`src/hdl/byteps_pkg.sv`:
```
package byteps_pkg;

	localparam int PATTERN_MAX = 64;
	localparam int BUF_MAX     = 8388608;

	localparam int PIDX_W = (PATTERN_MAX > 1) ? $clog2(PATTERN_MAX) : 1;
	localparam int LEN_W  = 7;
	localparam int ADDR_W = 23;
	localparam int CNT_W  = $clog2(BUF_MAX + 1);

	localparam logic REQ_LOAD = 1'b0;
	localparam logic REQ_BYTE = 1'b1;

	localparam logic MODE_ANY   = 1'b0;
	localparam logic MODE_FIXED = 1'b1;

	typedef enum logic [1:0] {
		CFG_PATTERN_LENGTH = 2'd0,
		CFG_SEARCH_MODE    = 2'd1,
		CFG_MATCH_ADDRESS  = 2'd2
	} cfg_reg_t;

	typedef enum logic {
		ST_IDLE,
		ST_ALIGN
	} align_state_t;

	typedef struct packed {
		logic        req_type;
		logic [5:0]  pattern_index;
		logic [7:0]  data_byte;
		logic        last_byte;
	} req_t;

	typedef struct packed {
		logic              found;
		logic [ADDR_W-1:0] match_position;
	} res_t;

	typedef struct packed {
		logic take;
		logic align_shift;
	} cell_ctrl_t;

endpackage

```
`src/hdl/byteps_ram.sv`:
```
module byteps_ram #(
	parameter int WIDTH = 8,
	parameter int DEPTH = 64
) (
	input  logic                                          clk,
	input  logic                                          we,
	input  logic [((DEPTH > 1) ? $clog2(DEPTH) : 1)-1:0] waddr,
	input  logic [WIDTH-1:0]                              wdata,
	input  logic                                          re,
	input  logic [((DEPTH > 1) ? $clog2(DEPTH) : 1)-1:0] raddr,
	output logic [WIDTH-1:0]                              rdata
);

	logic [WIDTH-1:0] mem_q [DEPTH];

	always_ff @(posedge clk) begin
		if (we) begin
			mem_q[waddr] <= wdata;
		end
		if (re) begin
			rdata <= mem_q[raddr];
		end
	end

endmodule

```
`src/hdl/byteps_cell.sv`:
```
module byteps_cell (
	input  logic                   clk,
	input  byteps_pkg::cell_ctrl_t ctrl,
	input  logic [7:0]             byte_in,
	input  logic [7:0]             ref_in,
	input  logic                   ref_we,
	input  logic [7:0]             ref_wdata,
	output logic [7:0]             byte_out,
	output logic [7:0]             ref_out,
	output logic                   eq
);

	logic [7:0] recent_q;
	logic [7:0] ref_q;

	always_ff @(posedge clk) begin
		if (ctrl.take) begin
			recent_q <= byte_in;
		end
		if (ctrl.align_shift) begin
			ref_q <= ref_in;
		end else if (ref_we) begin
			ref_q <= ref_wdata;
		end
	end

	assign byte_out = recent_q;
	assign ref_out  = ref_q;
	assign eq       = (recent_q == ref_q);

endmodule

```
`src/hdl/byte_pattern_search.sv`:
```
// Byte pattern search over a streamed buffer.
// Request channel (req_valid/req_stall/req): req_type REQ_LOAD writes one
// pattern byte at pattern_index, REQ_BYTE delivers one buffer byte. Both kinds
// transfer at one per cycle when not stalled. A buffer byte with last_byte
// set yields one result on the response channel (res_valid/res_stall/res):
// found and the start of the first match (fixed-address mode: match_address
// itself). The last byte passes the s1 stage registers, then sets res_valid.
// A last byte is held off while an earlier result is still waiting or about
// to be loaded; other bytes keep flowing while res is stalled, and res holds.
// Configuration (cfg_valid/cfg_ready/cfg_index/cfg_data) is always ready.
// A write of pattern_length from 1 to 64 rebuilds the compare row of cells
// from the pattern RAM, one byte per cycle: req_stall is high until the
// last byte read from the RAM has been shifted into the row.
// Each cell holds one recent buffer byte and the pattern byte aligned to it;
// all cells compare in parallel the cycle after a byte arrives.
// Reset: pattern_length 1, anywhere mode, match_address 0, stream state
// cleared, no result pending. Pattern bytes are undefined until loaded;
// there is no clearing pass.
module byte_pattern_search (
	input  logic                                clk,
	input  logic                                arst_n,
	input  logic                                req_valid,
	output logic                                req_stall,
	input  byteps_pkg::req_t                    req,
	output logic                                res_valid,
	input  logic                                res_stall,
	output byteps_pkg::res_t                    res,
	input  logic                                cfg_valid,
	output logic                                cfg_ready,
	input  logic [1:0]                          cfg_index,
	input  logic [byteps_pkg::ADDR_W-1:0]       cfg_data
);

	localparam int N = byteps_pkg::PATTERN_MAX;

	// configuration
	logic [byteps_pkg::LEN_W-1:0]  len_q;
	logic                          mode_q;
	logic [byteps_pkg::ADDR_W-1:0] addr_q;

	// compare-row rebuild
	byteps_pkg::align_state_t      state_q, state_d;
	logic [byteps_pkg::PIDX_W-1:0] cnt_q;
	logic                          rd_valid_q;
	logic                          issue;
	logic                          busy;

	// stream state
	logic [byteps_pkg::CNT_W-1:0]  bytes_seen_q;
	logic                          match_seen_q;
	logic [byteps_pkg::ADDR_W-1:0] first_start_q;

	logic                          s1_valid_s1;
	logic                          s1_take_s1;
	logic                          s1_last_s1;
	logic [byteps_pkg::CNT_W-1:0]  s1_cnt_s1;

	logic                          res_valid_q;
	byteps_pkg::res_t              res_q;

	logic                          cfg_wr;
	logic                          len_wr;
	logic [byteps_pkg::LEN_W-1:0]  new_len;
	logic                          new_len_ok;
	logic                          len_ok;
	logic                          req_acc;
	logic                          byte_acc;
	logic                          load_acc;
	logic                          take;
	logic                          ram_we;
	logic                          ref_load;
	logic [byteps_pkg::LEN_W-1:0]  ref_slot;
	logic [7:0]                    ram_rdata;

	byteps_pkg::cell_ctrl_t        ctrl;
	logic [7:0]                    recent [N];
	logic [7:0]                    refb   [N];
	logic [N-1:0]                  eq_vec;
	logic [N-1:0]                  mask;
	logic [N-1:0]                  ref_we;

	logic                          all_eq;
	logic                          hit;
	logic [byteps_pkg::CNT_W-1:0]  start;
	logic                          qual;
	logic                          ms_next;
	logic [byteps_pkg::ADDR_W-1:0] fs_next;

	assign cfg_ready  = 1'b1;
	assign cfg_wr     = cfg_valid & cfg_ready;
	assign len_wr     = cfg_wr && (cfg_index == byteps_pkg::CFG_PATTERN_LENGTH);
	assign new_len    = cfg_data[byteps_pkg::LEN_W-1:0];
	assign new_len_ok = (new_len != '0) && (int'(new_len) <= N);
	assign len_ok     = (len_q != '0) && (int'(len_q) <= N);

	always_ff @(posedge clk or negedge arst_n) begin
		if (!arst_n) begin
			len_q  <= byteps_pkg::LEN_W'(1);
			mode_q <= byteps_pkg::MODE_ANY;
			addr_q <= '0;
		end else if (cfg_wr) begin
			unique case (cfg_index)
				byteps_pkg::CFG_PATTERN_LENGTH: len_q  <= new_len;
				byteps_pkg::CFG_SEARCH_MODE:    mode_q <= cfg_data[0];
				byteps_pkg::CFG_MATCH_ADDRESS:  addr_q <= cfg_data;
				default: ;
			endcase
		end
	end

	// next state
	always_comb begin
		state_d = state_q;
		unique case (state_q)
			byteps_pkg::ST_IDLE: begin
				if (len_wr && new_len_ok) begin
					state_d = byteps_pkg::ST_ALIGN;
				end
			end
			byteps_pkg::ST_ALIGN: begin
				if (len_wr) begin
					state_d = new_len_ok ? byteps_pkg::ST_ALIGN : byteps_pkg::ST_IDLE;
				end else if (int'(cnt_q) == int'(len_q) - 1) begin
					state_d = byteps_pkg::ST_IDLE;
				end
			end
			default: state_d = byteps_pkg::ST_IDLE;
		endcase
	end

	// outputs
	always_comb begin
		issue = 1'b0;
		unique case (state_q)
			byteps_pkg::ST_IDLE:  issue = 1'b0;
			byteps_pkg::ST_ALIGN: issue = 1'b1;
			default:              issue = 1'b0;
		endcase
	end

	assign busy = (state_q != byteps_pkg::ST_IDLE) | rd_valid_q;

	always_ff @(posedge clk or negedge arst_n) begin
		if (!arst_n) begin
			state_q    <= byteps_pkg::ST_IDLE;
			cnt_q      <= '0;
			rd_valid_q <= 1'b0;
		end else begin
			state_q    <= state_d;
			rd_valid_q <= issue;
			if (len_wr) begin
				cnt_q <= '0;
			end else if (issue) begin
				cnt_q <= cnt_q + byteps_pkg::PIDX_W'(1);
			end
		end
	end

	// request side
	assign req_stall = busy | ((req.req_type == byteps_pkg::REQ_BYTE) && req.last_byte &&
		(res_valid_q || (s1_valid_s1 && s1_last_s1)));
	assign req_acc   = req_valid & ~req_stall;
	assign byte_acc  = req_acc && (req.req_type == byteps_pkg::REQ_BYTE);
	assign load_acc  = req_acc && (req.req_type == byteps_pkg::REQ_LOAD);
	assign take      = byte_acc && (bytes_seen_q < byteps_pkg::CNT_W'(byteps_pkg::BUF_MAX));
	assign ram_we    = load_acc && (int'(req.pattern_index) < N);
	assign ref_load  = ram_we && len_ok && (int'(req.pattern_index) < int'(len_q));
	assign ref_slot  = len_q - byteps_pkg::LEN_W'(1) - byteps_pkg::LEN_W'(req.pattern_index);

	byteps_ram #(
		.WIDTH(8),
		.DEPTH(N)
	) u_pattern_ram (
		.clk  (clk),
		.we   (ram_we),
		.waddr(byteps_pkg::PIDX_W'(req.pattern_index)),
		.wdata(req.data_byte),
		.re   (issue),
		.raddr(cnt_q),
		.rdata(ram_rdata)
	);

	assign ctrl.take        = take;
	assign ctrl.align_shift = rd_valid_q;

	for (genvar j = 0; j < N; j++) begin : g_cell
		assign ref_we[j] = ref_load && (int'(ref_slot) == j);
		assign mask[j]   = int'(len_q) > j;

		byteps_cell u_cell (
			.clk      (clk),
			.ctrl     (ctrl),
			.byte_in  ((j == 0) ? req.data_byte : recent[(j == 0) ? 0 : j - 1]),
			.ref_in   ((j == 0) ? ram_rdata : refb[(j == 0) ? 0 : j - 1]),
			.ref_we   (ref_we[j]),
			.ref_wdata(req.data_byte),
			.byte_out (recent[j]),
			.ref_out  (refb[j]),
			.eq       (eq_vec[j])
		);
	end

	always_ff @(posedge clk or negedge arst_n) begin
		if (!arst_n) begin
			bytes_seen_q <= '0;
			s1_valid_s1  <= 1'b0;
		end else begin
			s1_valid_s1 <= byte_acc;
			if (byte_acc && req.last_byte) begin
				bytes_seen_q <= '0;
			end else if (take) begin
				bytes_seen_q <= bytes_seen_q + byteps_pkg::CNT_W'(1);
			end
		end
	end

	always_ff @(posedge clk) begin
		if (byte_acc) begin
			s1_take_s1 <= take;
			s1_last_s1 <= req.last_byte;
			s1_cnt_s1  <= bytes_seen_q + byteps_pkg::CNT_W'(1);
		end
	end

	// window check for the byte taken last cycle
	assign all_eq = &(eq_vec | ~mask);
	assign start  = s1_cnt_s1 - byteps_pkg::CNT_W'(len_q);
	assign hit    = s1_valid_s1 && s1_take_s1 && len_ok &&
		(s1_cnt_s1 >= byteps_pkg::CNT_W'(len_q)) && all_eq;

	always_comb begin
		if (mode_q == byteps_pkg::MODE_FIXED) begin
			qual = hit && (start[byteps_pkg::ADDR_W-1:0] == addr_q) &&
				(start[byteps_pkg::CNT_W-1:byteps_pkg::ADDR_W] == '0);
		end else begin
			qual = hit && !match_seen_q;
		end
		ms_next = match_seen_q | qual;
		fs_next = qual ? start[byteps_pkg::ADDR_W-1:0] : first_start_q;
	end

	always_ff @(posedge clk or negedge arst_n) begin
		if (!arst_n) begin
			match_seen_q  <= 1'b0;
			first_start_q <= '0;
			res_valid_q   <= 1'b0;
		end else begin
			if (s1_valid_s1 && s1_last_s1) begin
				match_seen_q  <= 1'b0;
				first_start_q <= '0;
				res_valid_q   <= 1'b1;
			end else begin
				match_seen_q  <= ms_next;
				first_start_q <= fs_next;
				if (!res_stall) begin
					res_valid_q <= 1'b0;
				end
			end
		end
	end

	always_ff @(posedge clk) begin
		if (s1_valid_s1 && s1_last_s1) begin
			res_q.found          <= ms_next;
			res_q.match_position <= ms_next ? fs_next : '0;
		end
	end

	assign res_valid = res_valid_q;
	assign res       = res_q;

	a_no_take_while_align: assert property (@(posedge clk) disable iff (!arst_n)
		(state_q != byteps_pkg::ST_IDLE) |-> req_stall)
		else $error("request taken while compare row is rebuilt");

	a_res_from_last: assert property (@(posedge clk) disable iff (!arst_n)
		$rose(res_valid_q) |-> $past(s1_valid_s1 && s1_last_s1))
		else $error("result raised without a last byte");

	a_no_overwrite: assert property (@(posedge clk) disable iff (!arst_n)
		(s1_valid_s1 && s1_last_s1) |-> !res_valid_q)
		else $error("result register still full when a new result arrives");

	a_count_clear: assert property (@(posedge clk) disable iff (!arst_n)
		(byte_acc && req.last_byte) |=> (bytes_seen_q == '0))
		else $error("byte count not cleared after last byte");

endmodule
```
`config.mk`:
```
export PLATFORM = sky130hd
export DESIGN_NAME = byte_pattern_search
export DESIGN_NICKNAME = d
export VERILOG_FILES = /design/src/hdl/byteps_pkg.sv /design/src/hdl/byteps_ram.sv /design/src/hdl/byteps_cell.sv /design/src/hdl/byte_pattern_search.sv
export SDC_FILE = /design/constraint.sdc
export NUM_CORES = 2
export LEC_CHECK = 0
export ABC_AREA = 0
export BUFFER_PORTS_ARGS = -buffer_cell sky130_fd_sc_hd__buf_2
export CORE_MARGIN = 4
export CORE_UTILIZATION = 40
export DETAILED_ROUTE_END_ITERATION = 10
export GPL_TIMING_DRIVEN = 0
export PLACE_DENSITY = 0.62
export SYNTH_ARGS = -nofsm -noshare
export SYNTH_HDL_FRONTEND = slang
export SYNTH_SLANG_ARGS = --single-unit
```
`constraint.sdc`:
```
create_clock -name clk -period 41.2 [get_ports clk]
set_clock_uncertainty 0.05 [all_clocks]
set_input_delay 0 -clock clk [delete_from_list [all_inputs] [get_ports clk]]
set_output_delay 0 -clock clk [all_outputs]
set_load 0.05 [all_outputs]
```
**Word-level counts from Yosys, hierarchy flattened**

Memories as Yosys holds them, arrays and structs flattened. A register that Yosys moved wholly into a read port is not among the register bits.
Cells that the tools add are included.

- Add/sub/neg operators: 6
- Order comparisons: 69
- Eq/ne operators: 132
- Muxes and demuxes: 146
- Bitwise logic cells: 10
- Reductions and logical operators: 160

Operators by type and width:

| operator | count |
|---|---|
| 2-to-1 mux 8 bit | 128 |
| == test 8 bit | 64 |
| == test 7 bit (second input constant) | 32 |
| > comparator 7 x 6 -> 1 bit (second input constant) | 32 |
| nonzero test 2 bit | 66 |
| == test 7 x 6 -> 1 bit (second input constant) | 16 |
| > comparator 7 x 5 -> 1 bit (second input constant) | 16 |
| logical AND 1 bit | 84 |
| NOT 64 bit | 1 |
| OR 64 bit | 1 |
| AND reduction 64 bit | 1 |
| == test 7 x 5 -> 1 bit (second input constant) | 8 |
| > comparator 7 x 4 -> 1 bit (second input constant) | 8 |
| 2-to-1 mux 24 bit | 2 |
| 2-to-1 mux 23 bit | 2 |
| == test 7 x 4 -> 1 bit (second input constant) | 4 |
| > comparator 7 x 3 -> 1 bit (second input constant) | 4 |
| adder 24 x 1 -> 24 bit (second input constant) | 1 |
| greater-or-equal comparator 24 x 7 -> 1 bit | 1 |
| < comparator 24 bit (second input constant) | 1 |
| subtractor 24 x 7 -> 24 bit | 1 |
| == test 23 bit | 1 |
| == test 7 x 3 -> 1 bit (second input constant) | 2 |
| > comparator 7 x 1 -> 1 bit (second input constant) | 2 |
| other kinds (24) | 45 |

- Register bits: 1,163
- RAM bits: 512
- Bits of input ports: 46
- Output and inout port bits: 27
- Word-level logic and storage cells: 668
- Memories: 1

Memories:

| name | depth | width | rd ports | clocked after memory_dff | wr ports | line | source |
|---|---|---|---|---|---|---|---|
| u_pattern_ram.mem_q | 64 | 8 | 1 | 1 | 1 | byteps_ram.sv:14 | `logic [WIDTH-1:0] mem_q [DEPTH];` |

**Logic depth before layout (Yosys ltp)**

- Depth in word-level cells: 12
- Depth in mapped cells: 17
- Depth with buffers taken out: 12

**Cells and area by module**

From an unflattened synthesis, not the netlist that was laid out.

- Cells, all modules: 4,397
- Area, all modules: 74,679.1 µm²

By module, submodules not included:

| module | times used | cells an instance | area each (µm²) | seq. area each (µm²) |
|---|---|---|---|---|
| byteps_cell | 64 | 37 | 704.4 | 480.5 |
| byteps_ram | 1 | 967 | 20,317.0 | 15,615.0 |
| byte_pattern_search | 1 | 1,062 | 9,278.9 | 3,729.8 |

**Worst setup path after synthesis**

No wires, ideal clock.

- Path kind: register -> register
- From: register state_q
- To: register bytes_seen_q[14] in the netlist's numbering
- Data arrival time: 27.504 ns
- Setup slack: 13.564 ns
- Stages on the path, launching flop included: 10
- Path buffers: 1
- Path through: dfrtp_1 > clkbuf_1 > nor2_1 > o21a_1 > nand3_1 > nor2_1 > nand2_1 > nor2_1 > o21ai_0 > o21ai_0

- Cells in the longest elaborated chain, start to end: 7
- Elaborated cells between the ends (all ways): 9
- Classes of those cells: 1 x mux; 4 x bitwise; 4 x reduce/logical

Ends and longest elaborated chain:

| item | line | source |
|---|---|---|
| from (decl) | byte_pattern_search.sv:42 | `byteps_pkg::align_state_t state_q, state_d;` |
| from (signal assigned) | byte_pattern_search.sv:145 | `state_q <= byteps_pkg::ST_IDLE;` |
| from (signal assigned) | byte_pattern_search.sv:149 | `state_q <= state_d;` |
| OR 1 bit | byte_pattern_search.sv:141 | `assign busy = (state_q != byteps_pkg::ST_IDLE) \| rd_valid_q;` |
| OR 1 bit | byte_pattern_search.sv:160 | `assign req_stall = busy \| ((req.req_type == byteps_pkg::REQ_BYTE) && req.last_byte &&` |
| NOT 1 bit | byte_pattern_search.sv:162 | `assign req_acc = req_valid & ~req_stall;` |
| bitwise AND 1 bit | byte_pattern_search.sv:162 |  |
| logical AND 1 bit | byte_pattern_search.sv:163 | `assign byte_acc = req_acc && (req.req_type == byteps_pkg::REQ_BYTE);` |
| logical AND 1 bit | byte_pattern_search.sv:165 | `assign take = byte_acc && (bytes_seen_q < byteps_pkg::CNT_W'(byteps_pkg::BUF_MAX));` |
| net take | byte_pattern_search.sv:69 | `logic take;` |
| nonzero test 2 bit (no line) | - |  |
| to (signal assigned) | byte_pattern_search.sv:212 | `bytes_seen_q <= bytes_seen_q + byteps_pkg::CNT_W'(1);` |
| to (decl) | byte_pattern_search.sv:49 | `logic [byteps_pkg::CNT_W-1:0] bytes_seen_q;` |

The timed path passes the listed nets, and every way through them passes these cells.
A chain may end at the register's enable or synchronous reset.

**Final worst setup path**

- From: register len_q[2] in the netlist's numbering
- To: register res_q (netlist bit res[5]) (data pin)

- Cells in the longest elaborated chain, start to end: 9
- Elaborated cells between the ends (all ways): 83
- Classes of those cells: 1 x add/sub; 66 x order compare; 1 x eq/ne; 2 x mux; 4 x bitwise; 9 x reduce/logical

Ends and longest elaborated chain:

| item | line | source |
|---|---|---|
| from (decl) | byte_pattern_search.sv:37 | `logic [byteps_pkg::LEN_W-1:0] len_q;` |
| from (signal assigned) | byte_pattern_search.sv:98 | `len_q <= byteps_pkg::LEN_W'(1);` |
| from (signal assigned) | byte_pattern_search.sv:103 | `byteps_pkg::CFG_PATTERN_LENGTH: len_q <= new_len;` |
| parallel branches: the longest is 9 deep, another holds subtractor 24 x 7 -> 24 bit | - |  |
| to (decl) | byte_pattern_search.sv:59 | `byteps_pkg::res_t res_q;` |

Parallel ways; which one is timed is not known.

==> run metrics <==
HPWL after DPL=approximately 140,000 um; combined global-route utilization of all metal layers=about a fifth; most repeated cell in the gate-level netlist after synthesis=edfxtp_1; Sinks on Clock Net=~1,700; Post-layout nets=roughly 5,200; clock latency on the worst-skew pair=0.80 ns; clock share of power=about 30%; max-cap violations=2; DRT antenna net count=0; vias per std cell=approximately 5.5; post-route total power=around 4900 uW; via total after detailed routing=41,296; worst hold path type=input pin to flop; register bit total from synthesis=between 1,500 and 2,000; Final Instance Area=between 80,000 and 90,000 um2; worst-case hold slack=about 0.034 ns; Seq. cell area=between 50,000 and 60,000 um2; reported leakage power=about 0.028 uW; fill count=approximately 15,000; area share of the largest cell type after synthesis=68.1%; weighted congestion at the end of routability-driven global placement=~0.93; final number of setup-violating endpoints=0; Worst Setup Slack post-DPL=35.00 ns; slack of the critical path=34.90 ns; max-slew violation count=2; period utilisation layout=approximately 15%; IO Count=between 70 and 80; root cell of the clock tree=clkbuf_16; CP required=between 40 and 50 ns; maximum number of pins on one net before global-route repair=67; CTS max path bufs=3; logic depth of the worst register-to-register path=17; routed len/inst=between 20 and 30 um; number of DRC violations after detailed routing=0; placeable core area=174,000 um2; crit path kind=flop to flop; starting utilization of the core area=40.3%; combinational share of power=between 20% and 30%; sw power=~1500 uW; actual slew at the worst max-slew pin=between 1.5 and 2 ns; Syn-to-layout area delta=13.9%; switching power share of the total=approximately 31%; H-tree depth=4; worst-path fanout max=10; total of warnings raised by yosys=0; remaining global-route overflow=0; arrival time at the worst endpoint=6.75 ns; start point of the critical path=len_q[2]; EDFF count, synth=1,594; proportion of synthesized flip-flops having asynchronous set or reset=5.29%; internal power contribution=3370 uW; wire length of the first global-routing pass=roughly 280,000 um; synth cell count leaders=1,594 x edfxtp_1, 1,118 x nand2_1, 466 x xor2_1; post-synthesis instance total=about 4,800; register-to-register path setup slack=about 35 ns; TritonCTS clock tree=built; Setup crit start kind=flop; detailed-router iteration count before antenna repair=6; height of the die=around 430 um; unrepaired setup endpoints after global routing=false; part of the Yosys area used for sequential elements=between 70% and 80%; Achievable Freq=159 MHz; Reg2Reg Launch Point=len_q[2]; cell area after technology mapping=70,200 um2; routed wire length=194,000 um; library cells used by synthesis=88; destination of the worst register-to-register timing path=res[5]; Final Hold Viols=0; ratio of cells with drive above 1 in the final layout=a little over a tenth; largest area contributor in the synthesized netlist=edfxtp_1; run status=finished with violations; Seq pwr share=between 40% and 50%; input/output buffers=71; number of antenna violations at the first check in global routing=4; failing checks=capacitance limit, slew limit; worst vdd rail ir drop=48.5 uV; initial DRC count=5,092; Die Outline Area=roughly 180,000 um2; clock-pin transition on the worst setup and hold timing paths=around 0.060 ns; Num CTS Buffers=164; relative max-transition margin=-2.77%; clock period minus worst slack=about 6.3 ns; number of cell rows=between 150 and 200; Power per Cell Area=between 60 and 70 nW/um2; Resize count post-CTS=0; endpoint of the most critical setup path=res[5]; category of the worst setup path capture point=flop; leading post-synthesis cells by cell area=edfxtp_1 68%, nand2_1 6.0%, xor2_1 5.8%; fin util=between 40% and 50%; average size of a mapped cell=14.8 um2; via count of the first global-routing pass=41,367; top_reg_cell synth=edfxtp_1; horizontal die dimension=427 um; footprint of the multi-input gates=19,200 um2; total cell area at the placement stage=about 74,000 um2; Synth Net Count=4,828
==> how the worst min path moves through the flow <==
| stage | startpoint | to | slack, ns | depth (start not counted) |
|---|---|---|---|---|
| global route | cfg_data[6] | addr_q[6] | 0.04 | 3 |
| global placement | res_stall | res_valid | 0.16 | 2 |
| CTS | cfg_data[1] | addr_q[1] | 0.003 | 3 |
| floorplan | arst_n | addr_q[0] | -0.35 | 0 |
| detailed placement | arst_n | first_start_q[21] | 0.02 | 1 |
| finish | req[3] | u_pattern_ram.mem_q[51][2] | 0.03 | 1 |
==> cell usage in the layout, fill, tap and decap left out, drive strengths merged, types with 57 or more instances in the layout <==
master / Yosys / routed
a21o: 69 / 69
a21oi: 65 / 65
dfrtp: 88 / 88
o21ai: 102 / 102
xor2: 466 / 466
nor4: 126 / 126
nand2: 1118 / 1118
clkbuf: 168 / 372
dlygate4sd3: 0 / 82
xnor2: 125 / 125
clkinv: 2 / 74
mux4: 168 / 168
edfxtp: 1594 / 1594
buf: 64 / 160
nand4: 57 / 57
nor2: 162 / 162
==> layout make-up <==
type,count,area share (%)
Inverter,34,0.160
Timing Repair Buffer,178,2.14
Multi-Input combinational cell,2807,23.9
Buffer,232,1.13
Antenna cell,3,0.00938
Sequential cell,1683,62.6
Clock buffer,204,5.38
Tap cell,2325,3.64
Clock inverter,91,0.996
==> power groups by stage <==
| stage | logic [uW] | registers (uW) | clock network, uW |
|---|---|---|---|
| 2_1_floorplan | 685 | 2350 | 0 |
| 3_3_place_gp | 1070 | 2410 | 0 |
| 3_5_place_dp | 1100 | 2340 | 0 |
| 4_1_cts | 1110 | 2310 | 1480 |
| 5_1_grt | 1190 | 2330 | 1550 |
| 6_report | 1110 | 2310 | 1460 |
==> metal layers <==
| layer | GRT usage [%] | routed length, um | vias to the layer above | part of all wire, % |
|---|---|---|---|---|
| li1 | - | - | 18173 | - |
| met1 | 27.9 | 77500 | 20975 | 40 |
| met2 | 34.1 | 92100 | 1788 | 48 |
| met3 | 4.95 | 16800 | 360 | 8.6 |
| met4 | 7.52 | 7460 | 0 | 3.8 |
| met5 | 0 | 0 | - | 0 |
==> worst max-delay path, stage by stage (launching register included) <==
cell and delay [ns]:
dfrtp_1 0.35, clkbuf_1 0.33, clkbuf_1 0.46, buf_1 0.50, inv_1 0.29, ha_1 0.44
o21ai_0 0.13, a21oi_2 0.43, buf_2 0.36, a211oi_1 0.18, xor2_1 0.21, a211o_1 0.33
or4_4 0.54, o41a_1 0.36, buf_6 0.16, nor3_4 0.38, clkbuf_2 0.29, o21ai_0 0.21
==> sequential cells by signal, indices dropped and copies added, names as in the netlist, 6 cells and up <==
name	cells
addr_q	23
bytes_seen_q	24
cnt_q	6
first_start_q	23
g_cell.u_cell.byte_out	512
g_cell.u_cell.ref_out	512
len_q	7
res	24
s1_cnt_s1	24
u_pattern_ram.mem_q	512
u_pattern_ram.rdata	8
==> per-stage QoR <==
stage          instances  TNS (ns)
4_1_cts             7552         0
3_5_place_dp        7175         0
6_report            7557         0
5_1_grt             7554         0
2_1_floorplan       4756         0
3_3_place_gp        7152    -44.89
==> logic make-up (layout without fill, tap and decap cells) <==
logic type,Yosys count,after routing,share of synthesized area [%]
adder cells (fa/ha/maj),26,26,0.484
buffers and inverters,266,739,1.46
XOR/XNOR,593,593,7.43
other,1,4,0.00534
flip-flops,1683,1683,71.3
multiplexers,193,193,5.79
AO/OA/AOI/OAI,379,379,3.64
AND/OR/NAND/NOR,1615,1615,9.89
==> timing repair <==
item | CTS | global route
hold buffers | 82 | 1
setup buffers | 0 | 0
hold endpoints to repair | 328 | 65
No activity file was read; power rests on OpenSTA's default activity.
